**src/sv/spq_pkg.sv**
```systemverilog
// shared types and codes for the sorted priority queue
`default_nettype none

package spq_pkg;

  // default number of queue cells
  localparam int DEPTH_DEFAULT = 8;

  // field widths
  localparam int DATA_W   = 32;
  localparam int PRIO_W   = 16;
  localparam int STATUS_W = 2;
  localparam int COUNT_W  = 4;

  // packed port widths
  localparam int IN_TDATA_W  = 48;
  localparam int OUT_TDATA_W = 72;

  // request kinds
  localparam logic REQ_ENQ = 1'b0;
  localparam logic REQ_DEQ = 1'b1;

  // result status codes
  localparam logic [STATUS_W-1:0] STAT_OK    = 2'd0;
  localparam logic [STATUS_W-1:0] STAT_FULL  = 2'd1;
  localparam logic [STATUS_W-1:0] STAT_EMPTY = 2'd2;

  // controller states
  typedef enum logic {
    ST_IDLE,
    ST_EXEC
  } state_t;

  // commands from controller to datapath
  typedef struct packed {
    logic capture;  // latch the accepted request
    logic exec;     // apply the request to the cells and load the result
  } cmd_t;

endpackage

`default_nettype wire

```
**src/sv/spq_ctrl.sv**
```systemverilog
// controller state machine for the sorted priority queue
`default_nettype none

module spq_ctrl (
  input  wire logic        clk,
  input  wire logic        rst_n,
  input  wire logic        in_tvalid,
  output logic             in_tready,
  output logic             out_tvalid,
  input  wire logic        out_tready,
  output spq_pkg::cmd_t    cmd
);

  spq_pkg::state_t state_r, state_nxt;
  logic            out_valid_r, out_valid_nxt;

  always_ff @(posedge clk) begin
    if (!rst_n) begin
      state_r     <= spq_pkg::ST_IDLE;
      out_valid_r <= 1'b0;
    end else begin
      state_r     <= state_nxt;
      out_valid_r <= out_valid_nxt;
    end
  end

  always_comb begin
    state_nxt   = state_r;
    in_tready   = 1'b0;
    cmd.capture = 1'b0;
    cmd.exec    = 1'b0;
    unique case (state_r)
      spq_pkg::ST_IDLE: begin
        in_tready   = 1'b1;
        cmd.capture = in_tvalid;
        if (in_tvalid) begin
          state_nxt = spq_pkg::ST_EXEC;
        end
      end
      spq_pkg::ST_EXEC: begin
        // result register must be free or emptying this cycle
        if (!out_valid_r || out_tready) begin
          cmd.exec  = 1'b1;
          state_nxt = spq_pkg::ST_IDLE;
        end
      end
      default: begin
        state_nxt = spq_pkg::ST_IDLE;
      end
    endcase
  end

  always_comb begin
    out_valid_nxt = out_valid_r;
    if (cmd.exec) begin
      out_valid_nxt = 1'b1;
    end else if (out_tready) begin
      out_valid_nxt = 1'b0;
    end
  end

  assign out_tvalid = out_valid_r;

  a_exec_gives_result: assert property (@(posedge clk) disable iff (!rst_n)
    cmd.exec |=> out_tvalid)
    else $error("executed request left no result");

  a_capture_busy: assert property (@(posedge clk) disable iff (!rst_n)
    cmd.capture |=> !in_tready)
    else $error("new item accepted while a request is pending");

  a_wait_on_stall: assert property (@(posedge clk) disable iff (!rst_n)
    (state_r == spq_pkg::ST_EXEC && out_tvalid && !out_tready) |=>
      (state_r == spq_pkg::ST_EXEC))
    else $error("request executed over an unread result");

endmodule

`default_nettype wire

```
**src/sv/spq_datapath.sv**
```systemverilog
// sorted cell array, request latch and result register
`default_nettype none

module spq_datapath #(
  parameter int DEPTH = spq_pkg::DEPTH_DEFAULT
) (
  input  wire logic                                  clk,
  input  wire logic                                  rst_n,
  input  wire spq_pkg::cmd_t                         cmd,
  input  wire logic                                  in_req,
  input  wire logic signed [spq_pkg::DATA_W-1:0]     in_data,
  input  wire logic signed [spq_pkg::PRIO_W-1:0]     in_prio,
  output logic signed [spq_pkg::DATA_W-1:0]          res_out_data,
  output logic [spq_pkg::STATUS_W-1:0]               res_status,
  output logic signed [spq_pkg::DATA_W-1:0]          res_head_data,
  output logic                                       res_head_valid,
  output logic [spq_pkg::COUNT_W-1:0]                res_count
);

  localparam int CW = $clog2(DEPTH + 1);

  // request latch
  logic                               req_r;
  logic signed [spq_pkg::DATA_W-1:0]  req_data_r;
  logic signed [spq_pkg::PRIO_W-1:0]  req_prio_r;

  // cells, slot 0 is the head
  logic signed [spq_pkg::DATA_W-1:0]  data_r   [DEPTH];
  logic signed [spq_pkg::PRIO_W-1:0]  prio_r   [DEPTH];
  logic signed [spq_pkg::DATA_W-1:0]  data_nxt [DEPTH];
  logic signed [spq_pkg::PRIO_W-1:0]  prio_nxt [DEPTH];
  logic [CW-1:0]                      count_r, count_nxt;

  logic [DEPTH-1:0] mark;       // cell at or past the insert point
  logic [DEPTH-1:0] prev_mark;  // previous cell at or past the insert point
  logic             full, empty, do_enq, do_deq;
  logic [spq_pkg::STATUS_W-1:0]       status_c;
  logic signed [spq_pkg::DATA_W-1:0]  removed_c;
  logic [CW+spq_pkg::COUNT_W-1:0]     count_ext;

  assign full   = (count_r == CW'(DEPTH));
  assign empty  = (count_r == '0);
  assign do_enq = cmd.exec && (req_r == spq_pkg::REQ_ENQ) && !full;
  assign do_deq = cmd.exec && (req_r == spq_pkg::REQ_DEQ) && !empty;

  // compare in every cell; sorted order makes the marks a run to the tail
  always_comb begin
    for (int i = 0; i < DEPTH; i++) begin
      mark[i] = (CW'(i) >= count_r) || (prio_r[i] >= req_prio_r);
    end
    prev_mark[0] = 1'b0;
    for (int i = 1; i < DEPTH; i++) begin
      prev_mark[i] = mark[i-1];
    end
  end

  always_comb begin
    for (int i = 0; i < DEPTH; i++) begin
      data_nxt[i] = data_r[i];
      prio_nxt[i] = prio_r[i];
    end
    count_nxt = count_r;
    if (do_enq) begin
      for (int i = 0; i < DEPTH; i++) begin
        if (prev_mark[i]) begin
          data_nxt[i] = data_r[(i == 0) ? 0 : i-1];
          prio_nxt[i] = prio_r[(i == 0) ? 0 : i-1];
        end else if (mark[i]) begin
          data_nxt[i] = req_data_r;
          prio_nxt[i] = req_prio_r;
        end
      end
      count_nxt = count_r + CW'(1);
    end else if (do_deq) begin
      for (int i = 0; i < DEPTH - 1; i++) begin
        data_nxt[i] = data_r[i+1];
        prio_nxt[i] = prio_r[i+1];
      end
      count_nxt = count_r - CW'(1);
    end
  end

  always_comb begin
    status_c = spq_pkg::STAT_OK;
    if (req_r == spq_pkg::REQ_ENQ && full) begin
      status_c = spq_pkg::STAT_FULL;
    end else if (req_r == spq_pkg::REQ_DEQ && empty) begin
      status_c = spq_pkg::STAT_EMPTY;
    end
    removed_c = do_deq ? data_r[0] : '0;
    count_ext = {{spq_pkg::COUNT_W{1'b0}}, count_nxt};
  end

  always_ff @(posedge clk) begin
    if (!rst_n) begin
      count_r <= '0;
    end else begin
      count_r <= count_nxt;
    end
  end

  always_ff @(posedge clk) begin
    for (int i = 0; i < DEPTH; i++) begin
      data_r[i] <= data_nxt[i];
      prio_r[i] <= prio_nxt[i];
    end
    if (cmd.capture) begin
      req_r      <= in_req;
      req_data_r <= in_data;
      req_prio_r <= in_prio;
    end
    if (cmd.exec) begin
      res_out_data   <= removed_c;
      res_status     <= status_c;
      res_head_valid <= (count_nxt != '0);
      res_head_data  <= (count_nxt != '0) ? data_nxt[0] : '0;
      res_count      <= count_ext[spq_pkg::COUNT_W-1:0];
    end
  end

endmodule

`default_nettype wire

```
**src/sv/sorted_priority_queue_unit.sv**
```systemverilog
// top level of the sorted priority queue
`default_nettype none

// channel  dir  tdata                                   tuser
// in_      in   [31:0] item_data [47:32] item_priority  [0] req_type (0 enq, 1 deq)
// out_     out  [31:0] out_data [63:32] head_data       [1:0] status
//               [64] head_valid [68:65] entry_count
//
// per item the request is latched in idle, then in exec (once the result register is free) every
// cell compares its priority with the new one and shifts or loads in parallel
// the cell array updates and the result register loads in the same cycle
// a new item is taken while a result still waits; that request then holds
// until the result register frees up
// synchronous active-low reset empties the queue, no clearing pass

module sorted_priority_queue_unit #(
  parameter int DEPTH = spq_pkg::DEPTH_DEFAULT
) (
  input  wire logic                              clk,
  input  wire logic                              rst_n,
  // input channel
  input  wire logic                              in_tvalid,
  output logic                                   in_tready,
  input  wire logic [spq_pkg::IN_TDATA_W-1:0]    in_tdata,   // item_data, item_priority
  input  wire logic [0:0]                        in_tuser,   // req_type
  // result channel
  output logic                                   out_tvalid,
  input  wire logic                              out_tready,
  output logic [spq_pkg::OUT_TDATA_W-1:0]        out_tdata,  // out_data, head_data,
                                                             // head_valid, entry_count, pad
  output logic [spq_pkg::STATUS_W-1:0]           out_tuser   // status
);

  spq_pkg::cmd_t cmd;

  logic signed [spq_pkg::DATA_W-1:0]  res_out_data;
  logic signed [spq_pkg::DATA_W-1:0]  res_head_data;
  logic                               res_head_valid;
  logic [spq_pkg::COUNT_W-1:0]        res_count;

  // sequencing of request capture, execution and result hand-off
  spq_ctrl u_ctrl (
    .clk        (clk),
    .rst_n      (rst_n),
    .in_tvalid  (in_tvalid),
    .in_tready  (in_tready),
    .out_tvalid (out_tvalid),
    .out_tready (out_tready),
    .cmd        (cmd)
  );

  // sorted cells with a compare in each
  spq_datapath #(
    .DEPTH (DEPTH)
  ) u_dp (
    .clk            (clk),
    .rst_n          (rst_n),
    .cmd            (cmd),
    .in_req         (in_tuser[0]),
    .in_data        (in_tdata[31:0]),
    .in_prio        (in_tdata[47:32]),
    .res_out_data   (res_out_data),
    .res_status     (out_tuser),
    .res_head_data  (res_head_data),
    .res_head_valid (res_head_valid),
    .res_count      (res_count)
  );

  // pack result fields, lowest first, zero pad to whole bytes
  assign out_tdata = {3'b000, res_count, res_head_valid, res_head_data, res_out_data};

endmodule

`default_nettype wire

```
**config.mk**
```make
export PLATFORM = sky130hd
export DESIGN_NAME = sorted_priority_queue_unit
export DESIGN_NICKNAME = d
export VERILOG_FILES = /design/src/sv/spq_pkg.sv /design/src/sv/spq_ctrl.sv /design/src/sv/spq_datapath.sv /design/src/sv/sorted_priority_queue_unit.sv
export SDC_FILE = /design/constraint.sdc
export NUM_CORES = 1
export LEC_CHECK = 0
export ABC_CLOCK_PERIOD_IN_PS = 9400
export BUFFER_PORTS_ARGS = -buffer_cell sky130_fd_sc_hd__buf_2
export CAP_MARGIN = 0
export CELL_PAD_IN_SITES_DETAIL_PLACEMENT = 0
export CELL_PAD_IN_SITES_GLOBAL_PLACEMENT = 1
export CORE_MARGIN = 4
export CORE_UTILIZATION = 52
export CTS_BUF_LIST = sky130_fd_sc_hd__clkbuf_2
export CTS_CLUSTER_SIZE = 25
export DETAILED_ROUTE_END_ITERATION = 12
export GPL_TIMING_DRIVEN = 0
export PLACE_DENSITY_LB_ADDON = 0.1
export RECOVER_POWER = 100
export SLEW_MARGIN = 20
export SYNTH_ARGS = -nofsm -noshare
export SYNTH_HDL_FRONTEND = slang
export SYNTH_HIERARCHICAL = 1
export SYNTH_SLANG_ARGS = --single-unit
```
**constraint.sdc**
```tcl
create_clock -name clk -period 9.4 [get_ports clk]
set_input_delay 2.82 -clock clk [delete_from_list [all_inputs] [get_ports clk]]
set_output_delay 2.82 -clock clk [all_outputs]
set_load 0.005 [all_outputs]
```
==> metrics.cfg <==
[route]
dr.pass1.iters = 6
drc = 0
wire_per_inst_um = 24.6
drtAntennaViolNets = 0
drt-initial-drc-count = 2181
vias = 20223
routed_wl_um = 81700
viasPerCell = 6.08

[clock_network]
cts_max_level = 4
clk_path_buf_depth = 3
cts-root-buf = clkbuf_2
clk_latency_ps = 1340
clk_pin_slew_ps = 90
cts_resized = 0
clkSinkCount = 510
cts_setup_buffers = 0
numCtsBuffers = 140
cts_tree = built
ctsHoldBuffers = 0

[die]
ios = 129
die_width_um = 233
fp.dieArea_um2 = 54400
num_rows = 82
start_util_pct = 52.6
die_h_um = 233
core_um2 = 50200

[global_route]
grt_pass1_wl_um = 121000
grt-ovfl-total = 0
antenna_found_initial = 4
track_usage_pct = 29.8
grt_max_degree = 76
grt_pass1_vias = 20077

[place]
io_buffers = 125
dp.cells = 3069
dp_hpwl_um = 57000
place_area_um2 = 28200
preCtsSetupSlack_ps = 2190
routabilityCongestion = 0.914

[timing]
drv_slew = 131
setup_viol = 0
fin_crit_sh_pct = 81.4
max_slew.worst_pin.slew_ps = 3100
layout_min_cycle_time_ps = 7650
rsz0062_at_grt = no
timing.fmax_ghz = 0.131
fin_hold_ws_ps = 507
slew_headroom_pct = -107
final.setup_skew_ps = 68.0
hold_viol_final = 0
final.setup.tns_ps = 0
fin_ws_ps = 1750

[critical_path]
worstSetupPathType = primary input to flop
cp_max_fo = 75
ff2ff_setup_slack_ps = 2290
reg2reg_depth = 11
end_kind = flop
worst_r2r_startpoint = u_dp/req_prio_r[13]
arrival_ps = 8640
r2r-end = u_dp/prio_r[1][23]
crit_required_ps = 10390
startpoint_type = primary input

[synthesis]
ys.flop_type = edfxtp_1
synth_commonest_cells = 472 x edfxtp_1, 431 x nand2_1, 226 x mux2i_1, 158 x o21ai_0, 133 x ha_1
synth_cell_types = 66
synth.top_cell.area_share_pct = 53.8
synth_top_area_cell = edfxtp_1
yosysMostFrequentCell = edfxtp_1
ys_ff_latch = 510
syn_inst = 2258
yosysSeqAreaShare_pct = 56.6
async_flop_share_pct = 0
synth_edf_count = 472
synthTopCellsByArea = edfxtp_1 54%, mux2i_1 8.6%, ha_1 6.3%, nand2_1 6.1%, o21ai_0 3.0%
ys_warn_count = 6
syn_area_per_cell_um2 = 11.7
synth_area_um2 = 26400

[worst_hold_path]
hold_depth = 2
hold-path-endpoint = u_ctrl/state_r
hold_path.class = flop to flop
min_from = u_ctrl/state_r

[run_status]
outcome = finished with violations
violations = capacitance limit, slew limit

[pwr]
total_power_mw = 5.80
irDropWorstVdd_mv = 0.114
p_leak_nw = 10.4
cellPowerDensity_nw_per_um2 = 199

[layout]
postLayoutCoreUtil_pct = 58.0
final_cells = 3325
design_area_um2 = 29100
fin_nets = 2725
area_growth_pct = 10.4
layout-drive-gt1-share_pct = 14.5

[flow_run]
maxCapViolations = 9

==> worst max-delay path: stages <==
cell	delay, ps
buf_2	100
nand2b_1	190
and2_0	180
buf_4	380
nor2b_1	300
and2_0	170
clkbuf_1	240
nor2_1	920
xnor2_1	400
nor4_1	2010
clkbuf_1	680
a21oi_1	230
==> layer usage <==
| layer | up-vias | global-route usage, % | routed length (µm) |
|---|---|---|---|
| met3 | 158 | 7.46 | 8850 |
| li1 | 9068 | - | - |
| met5 | - | 0 | 0 |
| met1 | 9880 | 43.0 | 35200 |
| met4 | 0 | 9.81 | 2010 |
| met2 | 1117 | 44.2 | 35600 |
==> cells by family (layout without fill, tap and decap cells) <==
group                      after synthesis  count (layout)  share of synthesized area (%)
AOI/OAI and AO/OA                      490             490                           11.0
xor gates and xnor gates                 3               3                         0.0997
adders and majority gates              133             133                           6.31
buffers and inverters                  187             575                           3.35
DFF                                    510             510                           56.6
muxes                                  308             308                           12.1
other                                    1               8                         0.0142
and+or+nand+nor                        626             626                           10.4
==> sequential cells by signal, indices dropped and copies added (netlist names), 2 cells and up <==
signal and count:
u_dp/count_r 4, u_dp/req_prio_r 16, u_dp/data_r 256, u_dp/res_out_data 32, u_dp/res_head_data 32, u_dp/res_status 2, u_dp/prio_r 128, u_dp/res_count 4
u_dp/req_data_r 32
==> layout by cell type, fill, tap and decap left out, types with 5 or more instances in the layout <==
cell type and count:
o211ai_1 71, nor4_1 10, o21ai_0 236, nand3_1 74, dfxtp_1 38, a21o_1 15, o21ai_1 17, a22oi_1 33
nand2_1 431, mux2i_1 227, inv_2 6, nor2b_1 10, mux2_2 49, clkbuf_1 189, a21oi_1 83, nand4_1 25
and2_0 28, nor2_1 17, clkinv_1 29, buf_4 6, diode_2 5, bufinv_16 6, a211oi_1 6, mux2_1 32
edfxtp_1 472, inv_1 30, ha_1 133, and2_1 11, clkbuf_2 206, buf_2 92
==> worst max path at each step <==
stage	start	end	slack, ps	cells past startpoint
2_1_floorplan	out_tready	u_dp/data_r[1][100]	2050	8
3_3_place_gp	out_tready	u_dp/data_r[1][116]	-960	9
3_5_place_dp	out_tready	u_dp/res_head_data[2]	2190	10
4_1_cts	out_tready	u_dp/res_head_data[2]	3660	10
5_1_grt	out_tready	u_dp/res_head_data[2]	1730	12
6_report	out_tready	u_dp/res_head_data[2]	1750	12
==> where the power goes <==
part	total (mW)	internal, mW	switching [mW]
clock network	1.73	0.751	0.979
registers	2.93	2.78	0.155
logic	1.14	0.378	0.763
total	5.80	3.91	1.90
==> cell type report <==
| class | instances | area (µm²) |
|---|---|---|
| fillers | 4474 | 21100 |
| multi-input cells | 1563 | 10500 |
| clock buffers | 206 | 1030 |
| diodes | 5 | 12.5 |
| plain buffers | 157 | 647 |
| well taps | 672 | 841 |
| flip-flops and latches | 510 | 14900 |
| clock inverters | 45 | 335 |
| repair buffers | 137 | 708 |
| inverters | 30 | 113 |
No activity file was read; power rests on OpenSTA's default activity.
